--- src/heartbeat_watchdog_table_top_defines.svh ---
// Assertion macros for the heartbeat watchdog table.
// Included by the top level; depends on nothing else.
`ifndef HEARTBEAT_WATCHDOG_TABLE_TOP_DEFINES_SVH
`define HEARTBEAT_WATCHDOG_TABLE_TOP_DEFINES_SVH

// Same-cycle implication, sampled on clk and disabled during reset.
`define HWT_ASSERT_NOW(label, ante, cons, msg) \
  label: assert property (@(posedge clk) disable iff (rst) (ante) |-> (cons)) \
    else $error(msg);

// Next-cycle implication, sampled on clk and disabled during reset.
`define HWT_ASSERT_NEXT(label, ante, cons, msg) \
  label: assert property (@(posedge clk) disable iff (rst) (ante) |=> (cons)) \
    else $error(msg);

`endif

--- src/hwt_pkg.sv ---
// Shared types and codes for the heartbeat watchdog table.
// No dependencies; used by the age unit and the top level.
package hwt_pkg;

  localparam int TIME_W = 32;

  // Request kinds.
  localparam logic [2:0] KIND_TICK     = 3'd0;
  localparam logic [2:0] KIND_REGISTER = 3'd1;
  localparam logic [2:0] KIND_BEAT     = 3'd2;
  localparam logic [2:0] KIND_SNAPSHOT = 3'd3;
  localparam logic [2:0] KIND_CHECK    = 3'd4;

  // Result status codes.
  localparam logic [1:0] ST_OK        = 2'd0;
  localparam logic [1:0] ST_BAD_ARG   = 2'd1;
  localparam logic [1:0] ST_BAD_STATE = 2'd2;

  // Operands handed to the shared age unit.
  typedef struct packed {
    logic              en;
    logic [TIME_W-1:0] now;
    logic [TIME_W-1:0] beat;
    logic [TIME_W-1:0] limit;
  } age_req_t;

  // Registered answer of the shared age unit.
  typedef struct packed {
    logic [TIME_W-1:0] age;
    logic [TIME_W-1:0] limit;
    logic              late;
  } age_rsp_t;

endpackage

--- src/hwt_ram.sv ---
// Generic single-port-write, single-port-read RAM with registered read.
// No dependencies.
module hwt_ram #(
  parameter int WIDTH = 32,
  parameter int DEPTH = 8
) (
  input  logic                                 clk,
  input  logic                                 we,
  input  logic [(DEPTH > 1 ? $clog2(DEPTH) : 1)-1:0] waddr,
  input  logic [WIDTH-1:0]                     wdata,
  input  logic                                 re,
  input  logic [(DEPTH > 1 ? $clog2(DEPTH) : 1)-1:0] raddr,
  output logic [WIDTH-1:0]                     rdata
);

  logic [WIDTH-1:0] mem [DEPTH];

  // Write port.
  always_ff @(posedge clk) begin
    if (we) begin
      mem[waddr] <= wdata;
    end
  end

  // Registered read port; data holds while no read is issued.
  always_ff @(posedge clk) begin
    if (re) begin
      rdata <= mem[raddr];
    end
  end

endmodule

--- src/hwt_age_unit.sv ---
// Shared age unit: wrapping elapsed time and overdue compare, registered.
// Depends on hwt_pkg.
module hwt_age_unit
  import hwt_pkg::*;
(
  input  logic     clk,
  input  age_req_t req,
  output age_rsp_t rsp
);

  logic [TIME_W-1:0] age_next;

  // Age wraps modulo 2^32, so a plain subtract is exact.
  assign age_next = req.now - req.beat;

  // Capture age, limit and the strict overdue compare.
  always_ff @(posedge clk) begin
    if (req.en) begin
      rsp.age   <= age_next;
      rsp.limit <= req.limit;
      rsp.late  <= (age_next > req.limit);
    end
  end

endmodule

--- src/heartbeat_watchdog_table_top.sv ---
// Heartbeat watchdog table top level: request decode, sequencer, table storage.
// Depends on hwt_pkg, hwt_ram, hwt_age_unit and the assertion defines header.
`include "heartbeat_watchdog_table_top_defines.svh"

// The block holds NUM_ENTRIES watched entries and a wrapping 32-bit
// millisecond counter advanced by tick requests. One request is taken at a
// time. Tick, register, heartbeat and rejected requests go straight to the
// done state; a snapshot reads its entry and passes wait and evaluate; a
// check passes issue, wait and evaluate for each entry, reading it from the
// table memories and running it through the single age unit in turn: read,
// subtract and compare, then fold into the healthy flag. A finished result
// waits in the output register, and a new request is taken while it waits.
// Valid flags are cleared by reset; the table memories need no clearing.
module heartbeat_watchdog_table_top
  import hwt_pkg::*;
#(
  parameter int NUM_ENTRIES = 8
) (
  input  logic              clk,
  input  logic              rst,
  input  logic              req_valid,
  output logic              req_ready,
  input  logic [2:0]        kind,
  input  logic [7:0]        entry_id,
  input  logic [31:0]       timeout,
  output logic              rsp_valid,
  input  logic              rsp_ready,
  output logic [1:0]        status,
  output logic              all_healthy,
  output logic [31:0]       age_ms,
  output logic [31:0]       entry_timeout,
  output logic              overdue
);

  localparam int IDX_W = (NUM_ENTRIES > 1) ? $clog2(NUM_ENTRIES) : 1;
  localparam logic [8:0] ID_LIMIT = 9'(NUM_ENTRIES);
  localparam logic [IDX_W-1:0] LAST_IDX = IDX_W'(NUM_ENTRIES - 1);

  typedef enum logic [2:0] {
    S_IDLE,
    S_ISSUE,
    S_WAIT,
    S_EVAL,
    S_DONE
  } state_t;

  state_t state;

  logic [TIME_W-1:0]      now_counter;
  logic [NUM_ENTRIES-1:0] entry_valid;
  logic [IDX_W-1:0]       idx;
  logic                   op_check;

  // Result being built for the output register.
  logic [1:0]        res_status;
  logic              res_healthy;
  logic [TIME_W-1:0] res_age;
  logic [TIME_W-1:0] res_limit;
  logic              res_late;

  logic              accept;
  logic              id_ok;
  logic [IDX_W-1:0]  id_idx;
  logic              reg_ok;
  logic              beat_ok;
  logic              snap_ok;
  logic              beat_we;
  logic              lim_we;
  logic              rd_en;
  logic [IDX_W-1:0]  rd_addr;
  logic [TIME_W-1:0] beat_rd;
  logic [TIME_W-1:0] lim_rd;
  logic              rsp_free;
  logic [1:0]        dec_status;
  state_t            dec_state;
  age_req_t          age_req;
  age_rsp_t          age_rsp;

  assign req_ready = (state == S_IDLE);
  assign accept    = req_valid && req_ready;
  assign rsp_free  = !rsp_valid || rsp_ready;

  // Request decode.
  assign id_ok   = ({1'b0, entry_id} < ID_LIMIT);
  assign id_idx  = entry_id[IDX_W-1:0];
  assign reg_ok  = id_ok && (timeout != '0) && !entry_valid[id_idx];
  assign beat_ok = id_ok && entry_valid[id_idx];
  assign snap_ok = id_ok && entry_valid[id_idx];

  // Status of the incoming request and the state it moves the sequencer to.
  always_comb begin
    dec_status = ST_OK;
    dec_state  = S_DONE;
    case (kind)
      KIND_TICK: begin
      end
      KIND_REGISTER: begin
        if (!id_ok || (timeout == '0)) begin
          dec_status = ST_BAD_ARG;
        end else if (entry_valid[id_idx]) begin
          dec_status = ST_BAD_STATE;
        end
      end
      KIND_BEAT: begin
        if (!beat_ok) begin
          dec_status = ST_BAD_ARG;
        end
      end
      KIND_SNAPSHOT: begin
        if (!id_ok) begin
          dec_status = ST_BAD_ARG;
        end else if (!entry_valid[id_idx]) begin
          dec_status = ST_BAD_STATE;
        end else begin
          dec_state = S_WAIT;
        end
      end
      KIND_CHECK: begin
        dec_state = S_ISSUE;
      end
      default: begin
        dec_status = ST_BAD_ARG;
      end
    endcase
  end

  // Table writes happen in the accept cycle.
  assign beat_we = accept && (((kind == KIND_REGISTER) && reg_ok) ||
                              ((kind == KIND_BEAT) && beat_ok));
  assign lim_we  = accept && (kind == KIND_REGISTER) && reg_ok;

  // Table reads: the request's entry for a snapshot, the scan index for a check.
  assign rd_en   = (accept && (kind == KIND_SNAPSHOT) && snap_ok) || (state == S_ISSUE);
  assign rd_addr = (state == S_IDLE) ? id_idx : idx;

  hwt_ram #(.WIDTH(TIME_W), .DEPTH(NUM_ENTRIES)) u_beat_ram (
    .clk   (clk),
    .we    (beat_we),
    .waddr (id_idx),
    .wdata (now_counter),
    .re    (rd_en),
    .raddr (rd_addr),
    .rdata (beat_rd)
  );

  hwt_ram #(.WIDTH(TIME_W), .DEPTH(NUM_ENTRIES)) u_limit_ram (
    .clk   (clk),
    .we    (lim_we),
    .waddr (id_idx),
    .wdata (timeout),
    .re    (rd_en),
    .raddr (rd_addr),
    .rdata (lim_rd)
  );

  // The age unit takes read data in the cycle after the read is issued.
  assign age_req.en    = (state == S_WAIT);
  assign age_req.now   = now_counter;
  assign age_req.beat  = beat_rd;
  assign age_req.limit = lim_rd;

  hwt_age_unit u_age (
    .clk (clk),
    .req (age_req),
    .rsp (age_rsp)
  );

  // Sequencer, table flags, counter and output register.
  always_ff @(posedge clk) begin
    if (rst) begin
      state       <= S_IDLE;
      now_counter <= '0;
      entry_valid <= '0;
      idx         <= '0;
      op_check    <= 1'b0;
      rsp_valid   <= 1'b0;
    end else begin
      // The output is set when a finished result is loaded and cleared when taken.
      if ((state == S_DONE) && rsp_free) begin
        rsp_valid <= 1'b1;
      end else if (rsp_ready) begin
        rsp_valid <= 1'b0;
      end
      case (state)
        S_IDLE: begin
          if (accept) begin
            res_status  <= dec_status;
            res_healthy <= (kind == KIND_CHECK);
            res_age     <= '0;
            res_limit   <= '0;
            res_late    <= 1'b0;
            op_check    <= (kind == KIND_CHECK);
            idx         <= '0;
            state       <= dec_state;
            if (kind == KIND_TICK) begin
              now_counter <= now_counter + 1'b1;
            end
            if (lim_we) begin
              entry_valid[id_idx] <= 1'b1;
            end
          end
        end
        S_ISSUE: begin
          state <= S_WAIT;
        end
        S_WAIT: begin
          state <= S_EVAL;
        end
        S_EVAL: begin
          if (op_check) begin
            if (entry_valid[idx] && age_rsp.late) begin
              res_healthy <= 1'b0;
            end
            if (idx == LAST_IDX) begin
              state <= S_DONE;
            end else begin
              idx   <= idx + 1'b1;
              state <= S_ISSUE;
            end
          end else begin
            res_age   <= age_rsp.age;
            res_limit <= age_rsp.limit;
            res_late  <= age_rsp.late;
            state     <= S_DONE;
          end
        end
        S_DONE: begin
          if (rsp_free) begin
            status        <= res_status;
            all_healthy   <= res_healthy;
            age_ms        <= res_age;
            entry_timeout <= res_limit;
            overdue       <= res_late;
            state         <= S_IDLE;
          end
        end
        default: begin
          state <= S_IDLE;
        end
      endcase
    end
  end

  // A tick request advances the counter by exactly one.
  `HWT_ASSERT_NEXT(a_tick_advances, accept && (kind == KIND_TICK), now_counter == $past(now_counter) + 1'b1, "tick did not advance the counter")

  // Registered entries are never dropped.
  `HWT_ASSERT_NEXT(a_valid_kept, 1'b1, (entry_valid & $past(entry_valid)) == $past(entry_valid), "a registered entry lost its valid flag")

  // A finished result is loaded into a free output register and the block goes idle.
  `HWT_ASSERT_NEXT(a_result_loaded, (state == S_DONE) && rsp_free, rsp_valid && (state == S_IDLE), "finished result was not presented")

endmodule
--- config.mk ---
export PLATFORM = sky130hd
export DESIGN_NAME = heartbeat_watchdog_table_top
export DESIGN_NICKNAME = d
export VERILOG_FILES = /design/src/hwt_pkg.sv /design/src/hwt_ram.sv /design/src/hwt_age_unit.sv /design/src/heartbeat_watchdog_table_top.sv
export VERILOG_INCLUDE_DIRS = /design/src /design/src/src
export SDC_FILE = /design/constraint.sdc
export NUM_CORES = 1
export LEC_CHECK = 0
export ABC_AREA = 1
export CAP_MARGIN = 20
export CELL_PAD_IN_SITES_DETAIL_PLACEMENT = 0
export CELL_PAD_IN_SITES_GLOBAL_PLACEMENT = 1
export CORE_MARGIN = 2
export CORE_UTILIZATION = 47
export DETAILED_ROUTE_END_ITERATION = 16
export DONT_BUFFER_PORTS = 1
export GPL_TIMING_DRIVEN = 0
export PLACE_DENSITY_LB_ADDON = 0.1
export SLEW_MARGIN = 5
export SYNTH_ARGS = -nofsm -noshare
export SYNTH_HDL_FRONTEND = slang
export SYNTH_SLANG_ARGS = --single-unit
--- constraint.sdc ---
create_clock -name clk -period 6.05 [get_ports clk]
set_input_delay 0.3025 -clock clk [delete_from_list [all_inputs] [get_ports clk]]
set_output_delay 0.3025 -clock clk [all_outputs]
set_load 0.05 [all_outputs]
==> metrics.md, run 1 <==
| Metric | Value |
|---|---|
| HPWL Detailed | between 60000 and 70000 microns |
| Crit-path max FO | 11 |
| Worst Setup EP | u_age.rsp[0] |
| Mapped Area | 34900 sq um |
| Pleak | 14.2 nW |
| Top post-synthesis cells by count | 777 x edfxtp_1, 389 x nand2_1, 294 x inv_1, 279 x nor2_1 |
| Biggest regs | u_beat_ram.mem: 256 flops, u_limit_ram.mem: 256 flops, u_age.rsp: 65 flops |
| Num rows | 99 |
| Avg Inst Size Synth | between 10 and 15 sq um |
| Die W | around 280 microns |
| # IOs | 117 |
| Placed cell area | 36800 sq um |
| Layout Skew | between 0.02 and 0.025 ns |
| First-pass GRT wire length | ~130000 microns |
| Mapped Cells | roughly 2900 |
| Initial core utilization | ~48% |
| Max_slew headroom | between 40 and 50% |
| Synth area leaders | edfxtp_1 67%, nand2_1 4.2%, o211ai_1 4.1% |
| Unique cell type count in the Yosys netlist | 44 |
| FF-to-FF Start | now_counter[0] |
| Vias per cell | 5.44 |
| TritonRoute pass-1 iters | 5 |
| Number of synthesized flops with an enable pin | between 700 and 800 |
| Setup TNS | 0 ns |
| Unrepaired setup endpoints after global routing | false |
| Tightest Pin Transition | approximately 0.82 ns |
| Most frequent cell after synthesis | edfxtp_1 |
| R2R depth | 18 |
| Routed WL | 89400 microns |
| Compound-Gate Fraction of Synth Area | a little under a tenth |
| Core area | 73200 sq um |
| Final setup vio count | 0 |
| Simple-gate share of the synthesized area | 12.9% |
| Inserted Clock Buffers | a little under 90 |
| # DRC | 0 |
| Largest net degree at the start of global routing | 31 |
| CTS sink cnt | 825 |
| HP Class | in2reg |
| Die height | approximately 280 microns |
| Post-Layout Inst Area | 40100 sq um |
| Hold Path Stages | 3 |
| Largest family of logic cells by synthesized area | simple AND/OR/NAND/NOR gates |
| Critical path data arrival time | between 4 and 5 ns |
| CP endpoint kind | register |
| Antenna-violating nets left | 0 |
| Max cap viols | 0 |
| DR WL/cell | 22.0 microns |
| Max Transition Viols Final | 0 |
| Cell taking the most area after synthesis | edfxtp_1 |
| Number of register bits inferred by synthesis | roughly 830 |
| Worst r2r dst | u_age.rsp[0] |
| Power Dens Cells | a little over 300 nW/um^2 |
| Initial antenna violation count | 4 |
| Startpoint types | register |
| DR vias | ~22000 |
| Clk_lat worst skew | approximately 0.64 ns |
| Synth warn | 0 |
| Final nets | around 3200 |
| Main flop type after synthesis | edfxtp_1 |
| Die area | 76500 sq um |
| FF-to-FF setup slack | about 1.9 ns |
| Fill cell count | around 6000 |
| Max IR drop VDD | 218 uV |
| Register area share after synthesis | 69.5% |
| Gr ovfl total | 0 |
| Max H-tree Level | 3 |
| Multiplexer share of the synthesized area | 0% |
| Synth Net Count | ~3000 |
| Crit path required time | roughly 6.5 ns |
| Crit path from | now_counter[0] |
| Ys async rst share | 0% |
| TritonCTS clock tree | yes |
| Crit share post-route | roughly 69% |
| CTS Buffer Depth | 3 |
| Area delta synth->final | 14.7% |
| Post-CTS sizing | 0 |
| Vias in the first global route | around 22000 |
| Gpl congestion | roughly 0.87 |
| Post-Synth Adder-Cell Area | under 10% |
| Upper clock frequency limit | about 240 MHz |
| Final core occ | between 50% and 60% |
| Clock Pin Slew Worst Setup and Hold Paths | approximately 0.060 ns |
| IO buf count | 0 |
| Post-synthesis xor/xnor area fraction | 0.777% |
| Status | complete, no violations |
| Layout cell share with drive strength beyond 1 | between 10% and 20% |
| CTS Root Cell | clkbuf_16 |
| Area share of the largest cell type after synthesis | between 60% and 70% |
| 1st-iter DRT viols | roughly 2000 |
| Setup CP Type | reg2reg |
| # diodes | 0 |
| Total track usage | around a quarter |
| Final hold vios | 0 |
| Post-layout min period | around 4.2 ns |
-- how the worst min path moves through the flow --
| stage | from | end | slack (ns) |
|---|---|---|---|
| 2_1_floorplan | res_age[0] | age_ms[0] | 0.40 |
| 3_3_place_gp | res_limit[7] | entry_timeout[7] | 0.40 |
| 3_5_place_dp | timeout[16] | u_limit_ram.mem[4][16] | 0.40 |
| 4_1_cts | kind[2] | res_status[0] | 0.01 |
| 5_1_grt | kind[2] | res_status[0] | 0.06 |
| 6_report | kind[2] | res_status[0] | 0.05 |
-- critical path: stages, from the launching register on --
cell,delay [ns]
dfxtp_1,0.64
inv_1,0.32
ha_1,0.27
inv_1,0.11
fa_1,0.28
nand3_1,0.09
nand2_1,0.13
nand3_1,0.08
nand2_1,0.15
nand3_1,0.10
nand2_1,0.18
xor2_1,0.49
ha_1,0.21
nand2_1,0.08
nor4_1,0.40
nand2_1,0.09
nand2_1,0.08
nand2_1,0.05
a21oi_1,0.21
-- per-stage QoR --
step                cells  hold slack (ns)  worst slack (ns)  power [W]
finish               4074           0.0497              1.87     0.0123
global route         4074           0.0559              1.54     0.0127
CTS                  4074           0.0138              1.84     0.0124
detailed placement   3869            0.402              1.86    0.00715
global placement     3836            0.401             -3.34    0.00714
floorplan            2877            0.400             0.138    0.00687
-- routing by layer --
metal | up-vias | GRT usage (%) | part of all wire, %
met5 | - | 0 | 0
met4 | 0 | 5.82 | 2.1
met3 | 125 | 3.53 | 6.4
met2 | 694 | 38.0 | 47
met1 | 10800 | 33.3 | 45
li1 | 10500 | - | -
-- placed cells by master, fill, tap and decap left out, types with 10 or more instances in the layout --
cell type and count:
buf_4 14, nor2_1 263, clkbuf_1 51, clkinv_2 15, o21ai_0 112, o211ai_1 192
ha_1 66, xor2_1 26, buf_2 60, a21oi_1 97, dlygate4sd3_1 43, buf_12 18
nand2_1 389, clkinv_1 15, nand3_1 43, buf_6 15, clkbuf_16 89, nand4_1 24
buf_1 10, or2_2 192, nor2_4 18, inv_1 294, dfxtp_1 48, o21ai_1 128
edfxtp_1 777, nor3_1 35
-- what timing repair did --
action | 4_1_cts | 5_1_grt
setup buffers | 0 | 0
hold buffers | 43 | 0
hold endpoints to repair | 274 | 0
-- power breakdown --
group	switching [W]	internal, W
Sequential	0.0000587	0.00626
Combinational	0.000525	0.000231
Clock	0.00219	0.00308
-- final cells by class --
cell class / instances / area [sq um] / share of cell area [%]
plain buffers: 118 / 644 / 1.61
clock buffers: 114 / 2330 / 5.82
clock inverters: 48 / 500 / 1.25
inverters: 297 / 1110 / 2.78
multi-input cells: 1637 / 9040 / 22.5
flip-flops and latches: 825 / 24300 / 60.6
well taps: 959 / 1200 / 2.99
repair buffers: 76 / 957 / 2.39
-- cells by family after synthesis --
kind of cell	count (synthesis)
xor+xnor	31
compound gates	547
flops	825
fa+ha+maj	67
simple gates	992
buf+inv	415
Note: power is estimated with default switching activity, not from simulation.
==> inputs of run 2 (changes only) <==
==> constraint.sdc (replaced) <==
create_clock -name clk -period 3.66 [get_ports clk]
set_input_delay 0.183 -clock clk [delete_from_list [all_inputs] [get_ports clk]]
set_output_delay 0.183 -clock clk [all_outputs]
set_load 0.05 [all_outputs]
==> metrics.md, run 2 (synthesis gave the netlist of run 1 again) <==
| Metric | Value |
|---|---|
| Status | complete, no violations |
| First-pass GRT wire length | 134000 microns (-0.12%) |
| TritonCTS clock tree | yes |
| Hold Path Stages | 5 (+2) |
| CTS sink cnt | 825 (unchanged) |
| Gpl congestion | 0.882 (+1.1%) |
| Initial core utilization | 47.7% (unchanged) |
| HPWL Detailed | 63400 microns (about the same) |
| Routed WL | 89800 microns (+0.46%) |
| Final nets | 3158 (+0.032%) |
| Placed cell area | 36900 sq um (+0.19%) |
| Combinational group share of total power | 6.2% (about the same) |
| Clk_lat worst skew | 0.66 ns (+0.02 ns) |
| Area delta synth->final | 15.4% |
| Placed Instances | 3865 (-0.10%) |
| CP max stage delay | 0.38 ns (-0.26 ns) |
| DR WL/cell | 22.0 microns (+0.43%) |
| Upper clock frequency limit | 289 MHz (+21%) |
| Switching pwr | 0.00467 W (+68%) |
| TritonRoute pass-1 iters | 5 (unchanged) |
| Max_slew headroom | 51.9% (+7.1 points) |
| Tightest Pin Transition | 0.716 ns (-0.107 ns) |
| CP endpoint kind | register |
| Crit-path max FO | 3 (-8) |
| Crit path top cell by count | nand2_1 |
| Max Transition Viols Final | 0 (unchanged) |
| Min-delay src | kind[1] |
| R2R depth | 22 (+4) |
| Startpoint types | register |
| Biggest regs | u_beat_ram.mem: 256 flops, u_limit_ram.mem: 256 flops, u_age.rsp: 65 flops |
| Die area | 76500 sq um (unchanged) |
| Fill cell count | 6148 (+1.0%) |
| Pint | 0.0157 W (+64%) |
| Max IR drop VDD | 395 uV (+81%) |
| Inserted Clock Buffers | 87 (-1.1%) |
| Vias per cell | 5.40 (-0.60%) |
| Max cap viols | 0 (unchanged) |
| Antenna-violating nets left | 0 (unchanged) |
| Slowest cell on the critical path | dfxtp_4 |
| Post-layout min period | 3.46 ns (-0.714 ns) |
| Crit share post-route | 94.6% (+26 points) |
| Crit path required time | 4.05 ns (-2.45 ns) |
| Clock network fraction of total power | 42.6% (about the same) |
| Power Dens Cells | 505 nW/um^2 (+64%) |
| CP delay by family, top | simple AND/OR/NAND/NOR gates |
| Vias in the first global route | 21700 (-0.25%) |
| Final Non-Filler Cells | 4075 (+0.025%) |
| DR vias | 22000 (-0.58%) |
| Die W | 277 microns (unchanged) |
| Num rows | 99 (unchanged) |
| Most frequent cells in the layout | 777 x edfxtp_1, 384 x nand2_1, 292 x inv_1 |
| HP Class | in2reg |
| Crit path buf inv count | 3 (+1) |
| Total track usage | 23.4% (-0.050 points) |
| Post-Layout Inst Area | 40300 sq um (+0.58%) |
| Worst r2r dst | u_age.rsp[0] |
| Clock Pin Slew Worst Setup and Hold Paths | 0.06 ns (about the same) |
| Gr ovfl total | 0 (unchanged) |
| FF-to-FF Start | now_counter[0] |
| 1st-iter DRT viols | 1957 (-3.2%) |
| Die height | 277 microns (unchanged) |
| Final hold vios | 0 (unchanged) |
| Layout cell share with drive strength beyond 1 | 16.3% (+1.4 points) |
| Worst path cell trace | clkinvlp_4, ha_1, inv_2, fa_2, nand3_1, nand2_2, nand3_1, nand2_2, nand3_1, nand2_2, nand2_1, nand2_1, nand2_1, nand2_1, inv_1, ha_1, nand2_1, nor2_1, nand2_1, nor4_1, and2_1, a21oi_2 |
| Unrepaired setup endpoints after global routing | false |
| FF-to-FF setup slack | 0.20 ns (-1.68 ns) |
| # IOs | 117 (unchanged) |
| Initial antenna violation count | 5 (+1) |
| End of the worst hold path | entry_valid[7] |
| Core area | 73200 sq um (unchanged) |
| CTS Buffer Depth | 3 (unchanged) |
| # DRC | 0 (unchanged) |
| Layout Skew | 0.0272 ns (+0.00384 ns) |
| Sequential power share | 51.2% (about the same) |
| Max H-tree Level | 3 (unchanged) |
| IO buf count | 0 (unchanged) |
| Critical path data arrival time | 3.85 ns (-0.77 ns) |
| Pleak | 14.1 nW (-0.12%) |
| Commonest non-fill, non-tap cell in the layout | edfxtp_1 |
| Setup CP Type | reg2reg |
| Final core occ | 55.1% (+0.32 points) |
| Final setup vio count | 0 (unchanged) |
| Net Sw Frac | 22.9% (+0.44 points) |
| CTS Root Cell | clkbuf_16 |
| Largest net degree at the start of global routing | 32 (+3.2%) |
## run 2: cell types whose count changed in the layout (fill, tap and decap cells not counted), sizes merged
cell and change:
inv -3, dlygate4sd3 +2, clkbuf -1, bufinv -2, clkinv -1, diode +1
clkinvlp +5
## run 2: area by class of cell
| cell class | count | area [sq um] | share of cell area, % |
|---|---|---|---|
| antenna | 1 | 2.50 | 0.00621 |
| buffer | 118 | 644 | 1.60 |
| clock buffer | 113 | 2340 | 5.79 |
| clock inverter | 47 | 495 | 1.23 |
| inverter | 297 | 1120 | 2.77 |
| multi-input combinational | 1637 | 9110 | 22.6 |
| sequential | 825 | 24300 | 60.4 |
| tap | 959 | 1200 | 2.98 |
| timing repair buffer | 78 | 1060 | 2.64 |
## run 2: power groups by stage
stage / combinational, W / sequential (W) / clock [W]
2_1_floorplan: 0.000723 / 0.0106 / 0
3_5_place_dp: 0.00117 / 0.0106 / 0
5_1_grt: 0.00138 / 0.0104 / 0.00919
3_3_place_gp: 0.00114 / 0.0106 / 0
6_report: 0.00126 / 0.0104 / 0.00868
4_1_cts: 0.00126 / 0.0104 / 0.00883
## run 2: what timing repair did
action / CTS / global route
setup buffers: 1 / 3
hold buffers: 45 / 0
endpoints found under the setup margin: 1 / 1
pin swaps: 0 / 3
endpoints found under the hold margin: 297 / 0
resized for setup: 19 / 30
## run 2: per-layer routing
metal  share of wire (%)  wire (microns)  global-route usage (%)
met4                 1.9            1740                    6.26
met3                 5.5            4920                    3.12
met1                  46           40900                    33.3
met5                   0               0                       0
met2                  47           42300                    38.0
## run 2: worst max-delay path by stage
stage / start / endpoint / slack, ns / cells after the start
floorplan: state[0] / u_beat_ram.rdata[0] / 0.06 / 2
global placement: state[0] / u_limit_ram.rdata[13] / -1.82 / 2
detailed placement: now_counter[0] / u_age.rsp[0] / -0.48 / 18
CTS: now_counter[0] / u_age.rsp[0] / 0.003 / 18
global route: now_counter[13] / u_age.rsp[0] / 0.004 / 16
finish: now_counter[0] / u_age.rsp[0] / 0.20 / 22
## run 2: worst register-to-register path: cells and delay by family, from the launching register on
kind / cells / cell delay, ns
AND/OR/NAND/NOR: 15 / 1.64
adder cells (fa/ha/maj): 3 / 0.77
flip-flops: 1 / 0.38
buffers and inverters: 3 / 0.36
AO/OA/AOI/OAI: 1 / 0.05
## run 2: through the flow
step / setup WS [ns] / hold slack, ns / power (W) / TNS, ns
finish: 0.199 / 0.0389 / 0.0204 / 0
global route: 0.00396 / 0.0424 / 0.0210 / 0
CTS: 0.00258 / 0.00339 / 0.0205 / 0
detailed placement: -0.477 / 0.282 / 0.0118 / -0.477
global placement: -1.82 / 0.282 / 0.0118 / -795.95
floorplan: 0.0576 / 0.282 / 0.0114 / 0
